===== src/sv/bsrw_pkg.sv =====
`default_nettype none
package bsrw_pkg;

  // field widths
  localparam int SEQ_W      = 31;
  localparam int CNT_W      = 8;
  localparam int WIN_W      = 7;
  localparam int CFG_DATA_W = 32;
  localparam int CFG_ADDR_W = 3;

  localparam logic [CNT_W-1:0] CNT_MAX = 8'd255;

  // register reset values
  localparam logic [CNT_W-1:0] BLOCK_SIZE_RST = 8'd8;
  localparam logic [WIN_W-1:0] WINDOW_RST     = 7'd8;

  // register word index (paddr[2])
  localparam logic REG_BLOCK_SIZE = 1'b0;
  localparam logic REG_WINDOW     = 1'b1;

  typedef enum logic [2:0] {
    ST_CLEAR,
    ST_IDLE,
    ST_CHECK,
    ST_READ,
    ST_UPDATE,
    ST_WALK_RD,
    ST_WALK_CHK,
    ST_EMIT
  } state_t;

  // controller to datapath
  typedef struct packed {
    logic clr_wr;     // clearing pass: zero the slot under head_slot
    logic capture;    // input beat accepted
    logic classify;   // latch slot offset and pass-through count
    logic count_wr;   // write incremented counter back
    logic walk_rd;    // read counter at head slot
    logic walk_adv;   // clear head counter, advance head
    logic load_out;   // load result register
  } dp_cmd_t;

  // datapath to controller
  typedef struct packed {
    logic clr_last;   // clearing pass at last slot
    logic pass_thru;  // stale or beyond window
    logic complete;   // updated counter reached block size
    logic walk_stop;  // head counter incomplete or walk bound reached
    logic out_free;   // result register can take a beat
  } dp_status_t;

endpackage
`default_nettype wire


===== src/sv/block_symbol_reassembly_window.sv =====
// flow: a stale or out-of-window block goes from accept through the check state to the result register;
//   an in-window symbol passes check, ring read and update, and one that completes a block walks the head
// a new item is accepted only once the result of the last one has been loaded into the result register;
//   the lookup, ring read, write-back and walk steps all share the single counter ring
// reset: clears the head, loads register defaults, then a clearing pass
//   zeroes every slot of the counter ring while input is held off
`default_nettype none
module block_symbol_reassembly_window #(
  parameter int RING_DEPTH = 64
) (
  input  wire logic                               clk,
  input  wire logic                               rst,
  input  wire logic                               psel,
  input  wire logic                               penable,
  input  wire logic                               pwrite,
  input  wire logic [bsrw_pkg::CFG_ADDR_W-1:0]    paddr,
  input  wire logic [bsrw_pkg::CFG_DATA_W-1:0]    pwdata,
  output logic      [bsrw_pkg::CFG_DATA_W-1:0]    prdata,
  output logic                                    pready,
  input  wire logic                               in_valid,
  output logic                                    in_ready,
  input  wire logic [bsrw_pkg::SEQ_W-1:0]         block_seq,
  output logic                                    out_valid,
  input  wire logic                               out_ready,
  output logic      [bsrw_pkg::SEQ_W-1:0]         ack_block_seq,
  output logic      [bsrw_pkg::CNT_W-1:0]         symbol_count,
  output logic      [bsrw_pkg::SEQ_W-1:0]         next_expected_block
);

  import bsrw_pkg::*;

  logic [CNT_W-1:0] block_size;
  logic [WIN_W-1:0] window_blocks;
  logic             cfg_wr;
  logic             reg_idx;
  dp_cmd_t          cmd;
  dp_status_t       status;

  assign pready  = 1'b1;
  assign cfg_wr  = psel & penable & pwrite & pready;
  assign reg_idx = paddr[2];

  // configuration registers
  always_ff @(posedge clk) begin
    if (rst) begin
      block_size    <= BLOCK_SIZE_RST;
      window_blocks <= WINDOW_RST;
    end else if (cfg_wr) begin
      unique case (reg_idx)
        REG_BLOCK_SIZE: block_size    <= pwdata[CNT_W-1:0];
        REG_WINDOW:     window_blocks <= pwdata[WIN_W-1:0];
        default: ;
      endcase
    end
  end

  // register readback
  always_comb begin
    unique case (reg_idx)
      REG_BLOCK_SIZE: prdata = {24'b0, block_size};
      REG_WINDOW:     prdata = {25'b0, window_blocks};
      default:        prdata = '0;
    endcase
  end

  bsrw_ctrl u_ctrl (
    .clk      (clk),
    .rst      (rst),
    .in_valid (in_valid),
    .in_ready (in_ready),
    .status   (status),
    .cmd      (cmd)
  );

  bsrw_dp #(
    .RING_DEPTH (RING_DEPTH)
  ) u_dp (
    .clk                 (clk),
    .rst                 (rst),
    .cmd                 (cmd),
    .status              (status),
    .block_size          (block_size),
    .window_blocks       (window_blocks),
    .block_seq           (block_seq),
    .out_valid           (out_valid),
    .out_ready           (out_ready),
    .ack_block_seq       (ack_block_seq),
    .symbol_count        (symbol_count),
    .next_expected_block (next_expected_block)
  );

endmodule
`default_nettype wire


===== src/sv/bsrw_ram.sv =====
`default_nettype none
module bsrw_ram #(
  parameter int WIDTH = 8,
  parameter int DEPTH = 64
) (
  input  wire logic                     clk,
  input  wire logic                     we,
  input  wire logic [$clog2(DEPTH)-1:0] waddr,
  input  wire logic [WIDTH-1:0]         wdata,
  input  wire logic [$clog2(DEPTH)-1:0] raddr,
  output logic      [WIDTH-1:0]         rdata
);

  logic [WIDTH-1:0] mem [DEPTH];

  // one write port, one registered read port
  always_ff @(posedge clk) begin
    if (we) begin
      mem[waddr] <= wdata;
    end
    rdata <= mem[raddr];
  end

endmodule
`default_nettype wire


===== src/sv/bsrw_ctrl.sv =====
`default_nettype none
module bsrw_ctrl (
  input  wire logic                  clk,
  input  wire logic                  rst,
  input  wire logic                  in_valid,
  output logic                       in_ready,
  input  wire bsrw_pkg::dp_status_t  status,
  output bsrw_pkg::dp_cmd_t          cmd
);

  import bsrw_pkg::*;

  state_t state, state_next;

  // state register
  always_ff @(posedge clk) begin
    if (rst) begin
      state <= ST_CLEAR;
    end else begin
      state <= state_next;
    end
  end

  // next state and commands
  always_comb begin
    state_next = state;
    cmd        = '0;
    in_ready   = 1'b0;
    unique case (state)
      ST_CLEAR: begin
        cmd.clr_wr = 1'b1;
        if (status.clr_last) begin
          state_next = ST_IDLE;
        end
      end
      ST_IDLE: begin
        in_ready    = 1'b1;
        cmd.capture = in_valid;
        if (in_valid) begin
          state_next = ST_CHECK;
        end
      end
      ST_CHECK: begin
        cmd.classify = 1'b1;
        state_next   = status.pass_thru ? ST_EMIT : ST_READ;
      end
      ST_READ: begin
        state_next = ST_UPDATE;
      end
      ST_UPDATE: begin
        cmd.count_wr = 1'b1;
        if (status.complete) begin
          state_next = ST_WALK_RD;
        end else if (status.out_free) begin
          cmd.load_out = 1'b1;
          state_next   = ST_IDLE;
        end else begin
          state_next = ST_EMIT;
        end
      end
      ST_WALK_RD: begin
        cmd.walk_rd = 1'b1;
        state_next  = ST_WALK_CHK;
      end
      ST_WALK_CHK: begin
        if (!status.walk_stop) begin
          cmd.walk_adv = 1'b1;
          state_next   = ST_WALK_RD;
        end else if (status.out_free) begin
          cmd.load_out = 1'b1;
          state_next   = ST_IDLE;
        end else begin
          state_next = ST_EMIT;
        end
      end
      ST_EMIT: begin
        if (status.out_free) begin
          cmd.load_out = 1'b1;
          state_next   = ST_IDLE;
        end
      end
      default: begin
        state_next = ST_CLEAR;
      end
    endcase
  end

endmodule
`default_nettype wire


===== src/sv/bsrw_dp.sv =====
`default_nettype none
module bsrw_dp #(
  parameter int RING_DEPTH = 64
) (
  input  wire logic                            clk,
  input  wire logic                            rst,
  input  wire bsrw_pkg::dp_cmd_t               cmd,
  output bsrw_pkg::dp_status_t                 status,
  input  wire logic [bsrw_pkg::CNT_W-1:0]      block_size,
  input  wire logic [bsrw_pkg::WIN_W-1:0]      window_blocks,
  input  wire logic [bsrw_pkg::SEQ_W-1:0]      block_seq,
  output logic                                 out_valid,
  input  wire logic                            out_ready,
  output logic      [bsrw_pkg::SEQ_W-1:0]      ack_block_seq,
  output logic      [bsrw_pkg::CNT_W-1:0]      symbol_count,
  output logic      [bsrw_pkg::SEQ_W-1:0]      next_expected_block
);

  import bsrw_pkg::*;

  localparam int AW = $clog2(RING_DEPTH);
  localparam int SW = $clog2(RING_DEPTH + 1);
  localparam logic [31:0]   DEPTH32   = 32'(RING_DEPTH);
  localparam logic [AW:0]   DEPTH_X   = (AW + 1)'(RING_DEPTH);
  localparam logic [AW-1:0] LAST_SLOT = AW'(RING_DEPTH - 1);
  localparam logic [SW-1:0] WALK_MAX  = SW'(RING_DEPTH);

  logic [SEQ_W-1:0] seq_reg;
  logic [SEQ_W-1:0] head_block;
  logic [AW-1:0]    head_slot;
  logic [AW-1:0]    slot;
  logic [CNT_W-1:0] count;
  logic [SW-1:0]    steps;

  logic [CNT_W-1:0] need;
  logic [31:0]      win;
  logic [31:0]      limit;
  logic             stale;
  logic             beyond;
  logic [SEQ_W-1:0] diff;
  logic [AW:0]      slot_sum;
  logic [AW-1:0]    slot_calc;
  logic [AW-1:0]    slot_inc;
  logic [CNT_W-1:0] rdata;
  logic [CNT_W-1:0] cnt_inc;
  logic             ram_we;
  logic [AW-1:0]    ram_waddr;
  logic [CNT_W-1:0] ram_wdata;
  logic [AW-1:0]    ram_raddr;

  // effective block size and clamped window
  assign need  = (block_size == '0) ? CNT_W'(1) : block_size;
  assign win   = ({25'b0, window_blocks} > DEPTH32) ? DEPTH32 : {25'b0, window_blocks};

  // classify against head and window edge, no wrap on the edge
  assign limit  = {1'b0, head_block} + win;
  assign stale  = seq_reg < head_block;
  assign beyond = {1'b0, seq_reg} >= limit;
  assign diff   = seq_reg - head_block;

  // ring slot from head slot plus distance from head, one conditional subtract
  assign slot_sum  = {1'b0, head_slot} + {1'b0, diff[AW-1:0]};
  assign slot_calc = (slot_sum >= DEPTH_X) ? AW'(slot_sum - DEPTH_X) : slot_sum[AW-1:0];

  // next head slot, back to zero after the last slot or when the block number wraps
  assign slot_inc = (head_slot == LAST_SLOT || head_block == '1) ? '0 : head_slot + 1'b1;

  // saturating counter increment
  assign cnt_inc = (rdata == CNT_MAX) ? rdata : rdata + 1'b1;

  // counter ring port muxing
  always_comb begin
    ram_we    = cmd.clr_wr | cmd.count_wr | cmd.walk_adv;
    ram_waddr = cmd.count_wr ? slot : head_slot;
    ram_wdata = cmd.count_wr ? cnt_inc : '0;
    ram_raddr = cmd.walk_rd ? head_slot : slot_calc;
  end

  bsrw_ram #(
    .WIDTH (CNT_W),
    .DEPTH (RING_DEPTH)
  ) u_ring (
    .clk   (clk),
    .we    (ram_we),
    .waddr (ram_waddr),
    .wdata (ram_wdata),
    .raddr (ram_raddr),
    .rdata (rdata)
  );

  // head pointer and clearing sweep
  always_ff @(posedge clk) begin
    if (rst) begin
      head_block <= '0;
      head_slot  <= '0;
    end else if (cmd.clr_wr) begin
      head_slot <= (head_slot == LAST_SLOT) ? '0 : head_slot + 1'b1;
    end else if (cmd.walk_adv) begin
      head_block <= head_block + 1'b1;
      head_slot  <= slot_inc;
    end
  end

  // walk step counter
  always_ff @(posedge clk) begin
    if (rst || cmd.capture) begin
      steps <= '0;
    end else if (cmd.walk_adv) begin
      steps <= steps + 1'b1;
    end
  end

  // item payload
  always_ff @(posedge clk) begin
    if (cmd.capture) begin
      seq_reg <= block_seq;
    end
    if (cmd.classify) begin
      count <= stale ? block_size : '0;
    end
    if (cmd.count_wr) begin
      count <= cnt_inc;
    end
  end

  // slot held from read to write-back
  always_ff @(posedge clk) begin
    if (cmd.classify) begin
      slot <= slot_calc;
    end
  end

  // result register
  always_ff @(posedge clk) begin
    if (rst) begin
      out_valid <= 1'b0;
    end else if (cmd.load_out) begin
      out_valid <= 1'b1;
    end else if (out_ready) begin
      out_valid <= 1'b0;
    end
  end

  always_ff @(posedge clk) begin
    if (cmd.load_out) begin
      ack_block_seq       <= seq_reg;
      symbol_count        <= cmd.count_wr ? cnt_inc : count;
      next_expected_block <= head_block;
    end
  end

  // status to controller
  always_comb begin
    status.clr_last  = head_slot == LAST_SLOT;
    status.pass_thru = stale | beyond;
    status.complete  = cnt_inc >= need;
    status.walk_stop = (rdata < need) || (steps == WALK_MAX);
    status.out_free  = !out_valid || out_ready;
  end

endmodule
`default_nettype wire


===== config.mk =====
export PLATFORM = sky130hd
export DESIGN_NAME = block_symbol_reassembly_window
export DESIGN_NICKNAME = d
export VERILOG_FILES = /design/src/sv/bsrw_pkg.sv /design/src/sv/block_symbol_reassembly_window.sv /design/src/sv/bsrw_ram.sv /design/src/sv/bsrw_ctrl.sv /design/src/sv/bsrw_dp.sv
export SDC_FILE = /design/constraint.sdc
export NUM_CORES = 1
export LEC_CHECK = 0
export ABC_AREA = 1
export BUFFER_PORTS_ARGS = -buffer_cell sky130_fd_sc_hd__clkbuf_2
export CORE_MARGIN = 4
export CORE_UTILIZATION = 45
export CTS_BUF_LIST = sky130_fd_sc_hd__clkbuf_4 sky130_fd_sc_hd__clkbuf_8
export CTS_CLUSTER_DIAMETER = 30
export CTS_CLUSTER_SIZE = 10
export DETAILED_ROUTE_END_ITERATION = 8
export SETUP_SLACK_MARGIN = 0.4
export SLEW_MARGIN = 0
export SYNTH_ARGS = -nofsm -noshare
export SYNTH_HDL_FRONTEND = slang
export SYNTH_SLANG_ARGS = --single-unit
export TNS_END_PERCENT = 5

===== constraint.sdc =====
create_clock -name clk -period 14.81 [get_ports clk]
set_input_delay 0.7405 -clock clk [delete_from_list [all_inputs] [get_ports clk]]
set_output_delay 0.7405 -clock clk [all_outputs]
set_load 0.05 [all_outputs]

-- Yosys cells after proc, flatten, opt, wreduce, memory -nomap -nowiden
Memories as Yosys holds them, arrays and structs flattened. A register that Yosys moved wholly into a read port is not among the register bits.
Index checks and enable logic that the tools add are counted.
- $add $sub $neg: 8
- eq/ne operators: 14
- bitwise gates (word level): 7
- reductions and logical operators: 14
- order comparisons: 6
- mux-type cells: 40
- operators with widths (cell ; count):
    one-hot mux 32 bit (2 select lines) ; 1
    2-to-1 mux 8 bit ; 7
    2-to-1 mux 6 bit ; 7
    adder 31 x 7 -> 32 bit ; 1
    >= comparator 31 x 32 -> 1 bit ; 1
    adder 31 x 1 -> 31 bit, second input constant ; 1
    == test 31 bit, second input constant ; 1
    < comparator 31 bit ; 1
    one-hot mux 3 bit (8 select lines) ; 1
    2-to-1 mux 3 bit ; 7
    2-to-1 mux 1 bit ; 15
    == test 3 bit, second input constant ; 4
    adder 8 x 1 -> 8 bit, second input constant ; 1
    == test 8 bit, second input constant ; 1
    >= comparator 8 bit ; 1
    zero test 8 bit ; 1
    < comparator 8 bit ; 1
    adder 6 x 6 -> 7 bit ; 1
    adder 7 x 1 -> 7 bit, second input constant ; 1
    == test 7 bit, second input constant ; 1
    >= comparator 7 bit, second input constant ; 1
    greater-than comparator 7 bit, second input constant ; 1
    2-to-1 mux 7 bit ; 1
    adder 6 x 1 -> 6 bit, second input constant ; 1
    16 further kinds ; 30
- register bits: 178
- memories kept: 1
- word-level logic and storage cells: 103
- output and inout bits: 105
- input port bits: 73
- bits in writable memories: 512
- memories (memory ; depth ; bits a word ; rd ports ; clocked after Yosys merged registers in ; write ports ; RTL line ; text):
    u_dp.u_ring.mem ; 64 ; 8 ; 1 ; 1 ; 1 ; bsrw_ram.sv:14 ; logic [WIDTH-1:0] mem [DEPTH];

-- Depth between registers and ports, before layout
Gate-level depths: netlist (run 1).
- depth after elaboration: 9
- depth in mapped cells: 33
- gate-level depth less buffers: 33

-- Modules after synthesis
From an unflattened synthesis (run 1), not the netlist that was laid out.
- cells, all modules: 3020
- area, all modules: 31805.5 um^2
- by module, submodules not included (module ; seq. area each (um^2) ; instances ; area each (um^2) ; cells an instance):
    bsrw_ram ; 15534.9 ; 1 ; 21339.2 ; 1805
    bsrw_dp ; 4354.2 ; 1 ; 9218.8 ; 1018
    block_symbol_reassembly_window ; 300.3 ; 1 ; 945.9 ; 143
    bsrw_ctrl ; 60.1 ; 1 ; 301.5 ; 54

-- Least setup slack after synthesis (run 1)
OpenSTA, ideal clock, no wires.
- path kind: register to register
- start: reg u_dp.u_ring.rdata[0] (read register of u_dp.u_ring.mem)
- end: reg u_dp.ack_block_seq[0] (netlist bit) (enable)
- path buffers: 0
- stages on the path, launching flop included: 18
- setup time: 0.912 ns
- arrival: 3.983 ns
- period minus slack after synthesis: 4.895 ns
- setup slack: 9.915 ns
- required time: 13.898 ns
- cells stage by stage: dfxtp_1 ha_1 nand2_1 or3_1 nor2_1 inv_1 nor2_1 inv_1 o21ai_0 inv_1 ha_1 a21oi_1 o21ai_0 nand2_1 nand3_1 nor2_1 nand2_1 nand3_1
- RTL lines (element ; RTL line ; text):
    start, declared ; bsrw_ram.sv:11 ; output logic [WIDTH-1:0] rdata
    end signal, assigned ; bsrw_dp.sv:146 ; ack_block_seq <= seq_reg;
    end, declared ; bsrw_dp.sv:14 ; output logic [bsrw_pkg::SEQ_W-1:0] ack_block_seq,

-- Worst setup path after layout (run 1)
- start: reg u_dp.seq_reg[0]
- end: reg u_dp.u_ring.rdata[3] (read register of u_dp.u_ring.mem)
- longest elaborated chain between the ends: 5
- elaborated cells between the ends (all ways): 6
- classes of those cells: add/sub (3); order compare (1); mux (2)
- RTL lines (element ; RTL line ; text):
    start, declared ; bsrw_dp.sv:28 ; logic [SEQ_W-1:0] seq_reg;
    start signal, assigned ; bsrw_dp.sv:116 ; seq_reg <= block_seq;
    subtractor 6 bit * ; bsrw_dp.sv:59 ; assign diff = seq_reg - head_block;
    adder 6 x 6 -> 7 bit * ; bsrw_dp.sv:62 ; assign slot_sum = {1'b0, head_slot} + {1'b0, diff[AW-1:0]};
    subtractor 6 x 1 -> 6 bit or >= comparator 7 bit (tied branches) ; bsrw_dp.sv:63 ; assign slot_calc = (slot_sum >= DEPTH_X) ? AW'(slot_sum - DEPTH_X) : slot_sum[AW-1:0];
    2-to-1 mux 6 bit * ; bsrw_dp.sv:63 ;
    named net u_dp.slot_calc[2] ; bsrw_dp.sv:42 ; logic [AW-1:0] slot_calc;
    2-to-1 mux 6 bit * ; bsrw_dp.sv:76 ; ram_raddr = cmd.walk_rd ? head_slot : slot_calc;
The timed path passes the listed nets; every way through them passes the cells marked *.
A chain may end at the register's enable or synchronous reset.

==> results.txt, run 1 <==
----------------------------------------------------
[Floorplan]
  Core region area ... roughly 0.068 mm²
  Starting density of the core ... 0.456
  Chip Height ... about 270 µm
  Horizontal extent of the die ... 269 µm
  Floorplan row count ... 95
  I/O pin total ... 178
  Die area ... 0.0726 mm²

[Routing]
  Iteration-0 DRC count of the detailed router ... slightly above 2,000
  Post-DR vias/cell ... approximately 5.6
  DRT Pass-1 Iters ... 5
  Total detailed-routing wirelength ... about 80 mm
  Wire per inst ... 20.6 µm
  Via count ... 21,600
  Remaining antenna violation count after routing ... 0
  DRC Markers ... 0

[Pwr]
  Clock network fraction of design power ... 0.458
  Final total power ... 4.65 mW
  Sequential share of power ... 0.461
  Maximum vdd drop ... 87.5 µV
  Net switching share of the total power ... 0.262
  Static leakage ... 13.3 nW
  Gate power share ... 0.081
  Power density over the cells ... 132 mW/mm²
  Cell-internal power ... 3.43 mW
  P_sw ... roughly 1.2 mW

[Logic synthesis]
  FF+latch count, synth ... 698
  Async S/R FF share, synth ... 0
  Top cells by instance count after synthesis ... sky130_fd_sc_hd__edfxtp_1 (627), sky130_fd_sc_hd__nor2_1 (428), sky130_fd_sc_hd__nand2_1 (310)
  Share of the yosys chip area belonging to registers ... 0.658
  Main synth FF type ... sky130_fd_sc_hd__edfxtp_1
  Synth top area cells ... sky130_fd_sc_hd__edfxtp_1 (61%), sky130_fd_sc_hd__nor2_1 (5.2%), sky130_fd_sc_hd__dfxtp_1 (4.6%), sky130_fd_sc_hd__o21ai_0 (4.1%), sky130_fd_sc_hd__ha_1 (3.8%)
  Post-synthesis cell type count ... 46
  Post-synthesis cell count ... 2,711
  Most instantiated library cell after synthesis ... sky130_fd_sc_hd__edfxtp_1
  Cell area after synthesis ... 0.0308 mm²
  Cell type contributing the most total cell area after synthesis ... sky130_fd_sc_hd__edfxtp_1
  Synth warnings ... 0
  Syn_area_per_cell ... 11.3 µm²
  Area share of the leading cell type in the synthesized netlist ... 0.612
  Number of synthesized flops with an enable pin ... 627

[Clock network]
  Clock latency on the worst-skew pair ... 0.81 ns
  Quantity of gates resized following cts ... 0
  Number of setup buffers added after CTS ... 0
  Clock H-tree levels ... 4
  CTS clock-pin slew for the worst setup and hold paths ... 0.06 ns
  CTS hold repair buffers ... 0
  CTS tree ... done
  Clock Tree Root ... sky130_fd_sc_hd__clkbuf_8
  Clock buffers created by TritonCTS ... 141
  Number of buffers between clock root and the deepest sink ... 3
  Sink Count ... about 700

[Timing]
  Final Hold Viols ... 0
  Fin Clk Skew ... 0.0513 ns
  Worst-case headroom to the max-slew limit ... 0.162
  Transition time at the pin with the least slew margin ... 1.25 ns
  Fmax ... 0.202 GHz
  Worst-case setup margin in the final layout ... 9.85 ns
  Setup TNS after final layout ... 0 ns
  Part of the cycle the worst path needs ... 0.335
  RSZ-0062 raised after global routing ... no
  Number of endpoints failing setup at the final stage ... 0
  Final number of max-transition violations ... 0
  Min Tclk post-route ... 4.96 ns

[Place]
  Detailed Place HPWL ... 48.3 mm
  Routability congestion estimate from global placement ... between 0.8 and 0.9
  Post-Place Worst Slack ... 9.97 ns
  Count of port buffers added during placement ... 126

[Worst setup path]
  Category of the worst setup path capture point ... flop
  Kind of critical path ... reg -> reg
  Maximum fanout along the worst path ... 70
  Critical-path top delay cell ... sky130_fd_sc_hd__buf_4
  Delay of the slowest cell on the worst path ... 0.72 ns
  Critical path launch point type ... flop
  WP buf/inv ... 6
  Cell occurring most often along the worst timing path ... sky130_fd_sc_hd__nand2_1
  Top Family by Delay on Critical Path ... buffers and inverters
  Worst EP required ... 15.44 ns
  Setup slack of the most critical reg-to-reg path ... slightly below 10 ns
  Worst Path Arrival ... 5.59 ns
  Cells traversed along the worst timing path ... inv_1 -> ha_1 -> inv_1 -> fa_1 -> inv_1 -> fa_1 -> xnor2_1 -> or2_1 -> o21ai_4 -> buf_4 -> clkinv_2 -> buf_4 -> o221ai_1 -> nand3_1 -> nand2_1 -> nand2_1 -> nand2_1 -> nand2_1 -> nand2_1

[Cells and area]
  Biggest register ... u_dp.u_ring.mem
  Flip-flop count of the largest register, all copies and words added ... 512
  Layout Utilization ... 0.520
  Total Nets Final ... ~3,000
  Share of post-route cells with drive strength above 1 ... 0.139
  Area growth, synth to finish ... 14.2%

[Global route]
  Initial antenna violation count ... 1
  Number of global-route vias before repair ... 21,300
  GRT Util Overall ... 0.214
  Global-route wire length before repair ... ~120 mm
  Pin count of the biggest net entering global routing ... 192
  Aggregate global routing overflow ... 0

[Hold path]
  Worst hold-check path type ... in -> reg

[Job]
  Number of max-cap violations ... 0

[Status]
  Run status ... finished clean

----------------------------------------------------
==> power by group through the flow <==
stage	Combinational (mW)	Sequential [mW]	Clock, mW
2_1_floorplan	0.261	2.18	0
3_3_place_gp	0.361	2.18	0
3_5_place_dp	0.370	2.18	0
4_1_cts	0.372	2.14	2.17
5_1_grt	0.415	2.14	2.26
6_report	0.376	2.14	2.13
==> cell families (layout without fill, tap and decap cells) <==
| kind of cell | after synthesis | count (layout) | share of synthesized area |
|---|---|---|---|
| xor gates and xnor gates | 60 | 60 | 0.0171 |
| DFF | 698 | 698 | 0.658 |
| buffers and inverters | 319 | 574 | 0.0461 |
| and+or+nand+nor | 922 | 922 | 0.122 |
| other | 2 | 26 | 0.000244 |
| adders and majority gates | 97 | 97 | 0.0402 |
| AOI/OAI and AO/OA | 613 | 613 | 0.116 |
==> path summary, 6_finish.rpt <==
path,start,endpoint,cells past startpoint
setup / recovery,u_dp.seq_reg[0],u_dp.u_ring.rdata[3],19
hold / removal,block_seq[21],u_dp.seq_reg[21],1
setup reg to reg,u_dp.seq_reg[0],u_dp.u_ring.rdata[3],19
hold reg to reg,u_dp.seq_reg[0],u_dp.ack_block_seq[0],0
==> layout by cell type, fill, tap and decap left out, drive strengths merged, types with 9 or more instances in the layout <==
cell,instances
inv,187
o211ai,13
clkinvlp,10
conb,25
nor3,40
nand4,25
xor2,54
ha,94
clkbuf,288
o221ai,90
o31ai,9
nor2,429
dfxtp,71
edfxtp,627
clkinv,57
bufinv,11
o21ai,358
a21oi,98
buf,21
nand2,311
o22ai,26
nand3,101
==> metal layers <==
metal	global-route usage	share of wire
met1	0.292	0.43
met2	0.338	0.46
met3	0.0519	0.082
met4	0.0761	0.027
met5	0	0
==> area by class of cell <==
class                   count  area [µm²]
diodes                      1        2.50
clock buffers             162        2100
clock inverters            96        1000
fillers                  5849       32400
inverters                 169         636
multi-input cells        1717        9250
flip-flops and latches    698       20200
well taps                 873        1090
repair buffers            147         801
==> through the flow <==
step / hold slack, ns / instance area (µm²) / cells
6_report: 0.119 / 35100 / 3863
4_1_cts: 0.0561 / 35100 / 3862
5_1_grt: 0.0632 / 35100 / 3863
2_1_floorplan: 0.406 / 30900 / 2734
3_5_place_dp: 0.452 / 32000 / 3604
3_3_place_gp: 0.445 / 32000 / 3604
==> worst register-to-register path: cells and delay by family (launching register included) <==
| kind | cells | cell delay, ns |
|---|---|---|
| compound gates | 2 | 0.56 |
| fa+ha+maj | 3 | 1.12 |
| simple gates | 7 | 0.91 |
| buf+inv | 6 | 1.53 |
| flops | 1 | 0.39 |
| xor+xnor | 1 | 0.28 |
No activity file was read; power rests on OpenSTA's default activity.
==> inputs of run 2 (changes only) <==
- clock period: 14.81 -> 4.1 ns (I/O delays scaled with it)
==> results.txt, run 2 (synthesis results as in run 1) <==
----------------------------------------------------
[Worst setup path]
  Worst EP required ... approximately 4.7 ns
  Kind of critical path ... reg -> reg
  Category of the worst setup path capture point ... flop
  Critical path launch point type ... flop
  WP buf/inv ... 4
  Worst Path Arrival ... 4.45 ns
  Maximum fanout along the worst path ... 2
  Critical-path top delay cell ... sky130_fd_sc_hd__fa_2
  Delay of the slowest cell on the worst path ... approximately 0.36 ns
  Cell occurring most often along the worst timing path ... sky130_fd_sc_hd__nand2_1
  Top Family by Delay on Critical Path ... simple AND/OR/NAND/NOR gates

[Job]
  Number of max-cap violations ... 0

[Cells and area]
  # fillers ... 5,780
  Layout Utilization ... 0.535
  Most frequent cells in the layout ... sky130_fd_sc_hd__edfxtp_1 (627), sky130_fd_sc_hd__nor2_1 (419), sky130_fd_sc_hd__nand2_1 (305), sky130_fd_sc_hd__o21ai_0 (249), sky130_fd_sc_hd__inv_1 (153)
  Share of post-route cells with drive strength above 1 ... 0.155
  Most common cell after layout, fill and taps aside ... sky130_fd_sc_hd__edfxtp_1
  Area occupied by registers ... 0.0203 mm²
  Multi-input gate area in the final layout ... 0.00933 mm²
  Biggest register ... u_dp.u_ring.mem
  Flip-flop count of the largest register, all copies and words added ... 512
  Total Nets Final ... 3,147
  Area growth, synth to finish ... 17.4%

[Place]
  Count of port buffers added during placement ... 126
  Routability congestion estimate from global placement ... 0.921
  Detailed Place HPWL ... 51.9 mm

[Routing]
  Total detailed-routing wirelength ... 82.4 mm
  Iteration-0 DRC count of the detailed router ... roughly 2,200
  DRC Markers ... 0
  Via count ... 22,000
  Post-DR vias/cell ... 5.57
  DRT Pass-1 Iters ... 6
  Wire per inst ... 20.8 µm
  Remaining antenna violation count after routing ... 0

[Clock network]
  Clock buffers created by TritonCTS ... 131
  Sink Count ... 698
  Clock Tree Root ... sky130_fd_sc_hd__clkbuf_8
  CTS tree ... done
  CTS clock-pin slew for the worst setup and hold paths ... 0.06 ns
  Clock H-tree levels ... 4
  Clock latency on the worst-skew pair ... 0.80 ns
  Number of buffers between clock root and the deepest sink ... 3

[Timing]
  Final Hold Viols ... 0
  Fmax ... between 0.2 and 0.3 GHz
  Min Tclk post-route ... 3.84 ns
  Number of endpoints failing setup at the final stage ... 0
  Fin Clk Skew ... roughly 0.040 ns
  Part of the cycle the worst path needs ... 0.936
  Worst hold margin ... 0.141 ns
  RSZ-0062 raised after global routing ... yes
  Final number of max-transition violations ... 0
  Worst-case headroom to the max-slew limit ... 0.305
  Transition time at the pin with the least slew margin ... 1.04 ns

[Status]
  Run status ... finished clean

[Floorplan]
  Starting density of the core ... 0.456
  Chip Height ... 269 µm
  I/O pin total ... 178
  Die area ... 0.0726 mm²
  Core region area ... 0.0675 mm²
  Floorplan row count ... 95
  Horizontal extent of the die ... 269 µm

[Pwr]
  Maximum vdd drop ... 309 µV
  Power density over the cells ... 449 mW/mm²
  Static leakage ... 12.1 nW

[Global route]
  Initial antenna violation count ... 2
  Pin count of the biggest net entering global routing ... roughly 110
  Number of global-route vias before repair ... 21,700
  GRT Util Overall ... 0.221
  Aggregate global routing overflow ... 0
  Global-route wire length before repair ... 126 mm

[Hold path]
  Worst hold-check path type ... in -> reg

----------------------------------------------------
[run 2: cell count changes in the layout (fill, tap and decap cells not counted), moves of 5 or more]
cell,delta
sky130_fd_sc_hd__buf_12,+15
sky130_fd_sc_hd__buf_4,+43
sky130_fd_sc_hd__clkbuf_4,-10
sky130_fd_sc_hd__clkbuf_8,-9
sky130_fd_sc_hd__dlygate4sd3_1,+49
sky130_fd_sc_hd__nand2_1,-5
sky130_fd_sc_hd__nand2_2,+5
sky130_fd_sc_hd__nor2_1,-5
[run 2: stage by stage]
stage	total power [mW]	worst slack (ns)	instances	setup TNS (ns)	cell area, µm²
finish	16.2	0.263	3955	0	36100
global route	16.9	-0.0242	3955	-0.0242	36100
CTS	16.3	0.270	3950	0	36000
detailed placement	9.24	0.0876	3663	0	32700
global placement	9.20	0.104	3663	0	32700
floorplan	8.77	0.367	2734	0	30900
[run 2: timing repair]
action | CTS | global route
hold buffers | 49 | 0
setup buffers | 1 | 3
cloned | 0 | 1
resized for setup | 15 | 17
endpoints found under the setup margin | 52 | 128
pin swaps | 4 | 11
hold endpoints to repair | 52 | 0
[run 2: worst reg2reg max path: cells and delay by family (launching register included)]
family                   cells  cell delay [ns]
flip-flops                   1             0.32
adder cells (fa/ha/maj)      3             0.86
XOR/XNOR                     1             0.15
AND/OR/NAND/NOR             21             1.66
AO/OA/AOI/OAI                4             0.44
buffers and inverters        4             0.22
[run 2: final timing paths]
path	start	end	slack (ns)	cells past startpoint
setup / recovery	window_blocks[0]	u_ctrl.state[2]	0.26	33
hold / removal	block_seq[15]	u_dp.seq_reg[15]	0.14	2
setup reg to reg	window_blocks[0]	u_ctrl.state[2]	0.26	33
hold reg to reg	u_dp.seq_reg[0]	u_dp.ack_block_seq[0]	0.48	0
[run 2: area by class of cell]
class                   instances  area share
flip-flops and latches        698       0.561
well taps                     873      0.0302
clock inverters                94      0.0248
multi-input cells            1717       0.258
diodes                          1   0.0000693
repair buffers                260      0.0557
clock buffers                 143      0.0526
inverters                     169      0.0176
[run 2: metal layers]
layer	track usage	up-vias	share of wire
met5	0	-	0
met4	0.0671	0	0.023
met3	0.0493	148	0.078
met2	0.349	859	0.46
met1	0.308	10700	0.43
li1	-	10300	-
[run 2: where the power goes]
group | leakage (nW) | internal (mW) | switching [mW]
sequential | 5.65 | 7.70 | 0.0342
clock | 1.40 | 3.84 | 3.22
combinational | 5.04 | 0.446 | 0.984
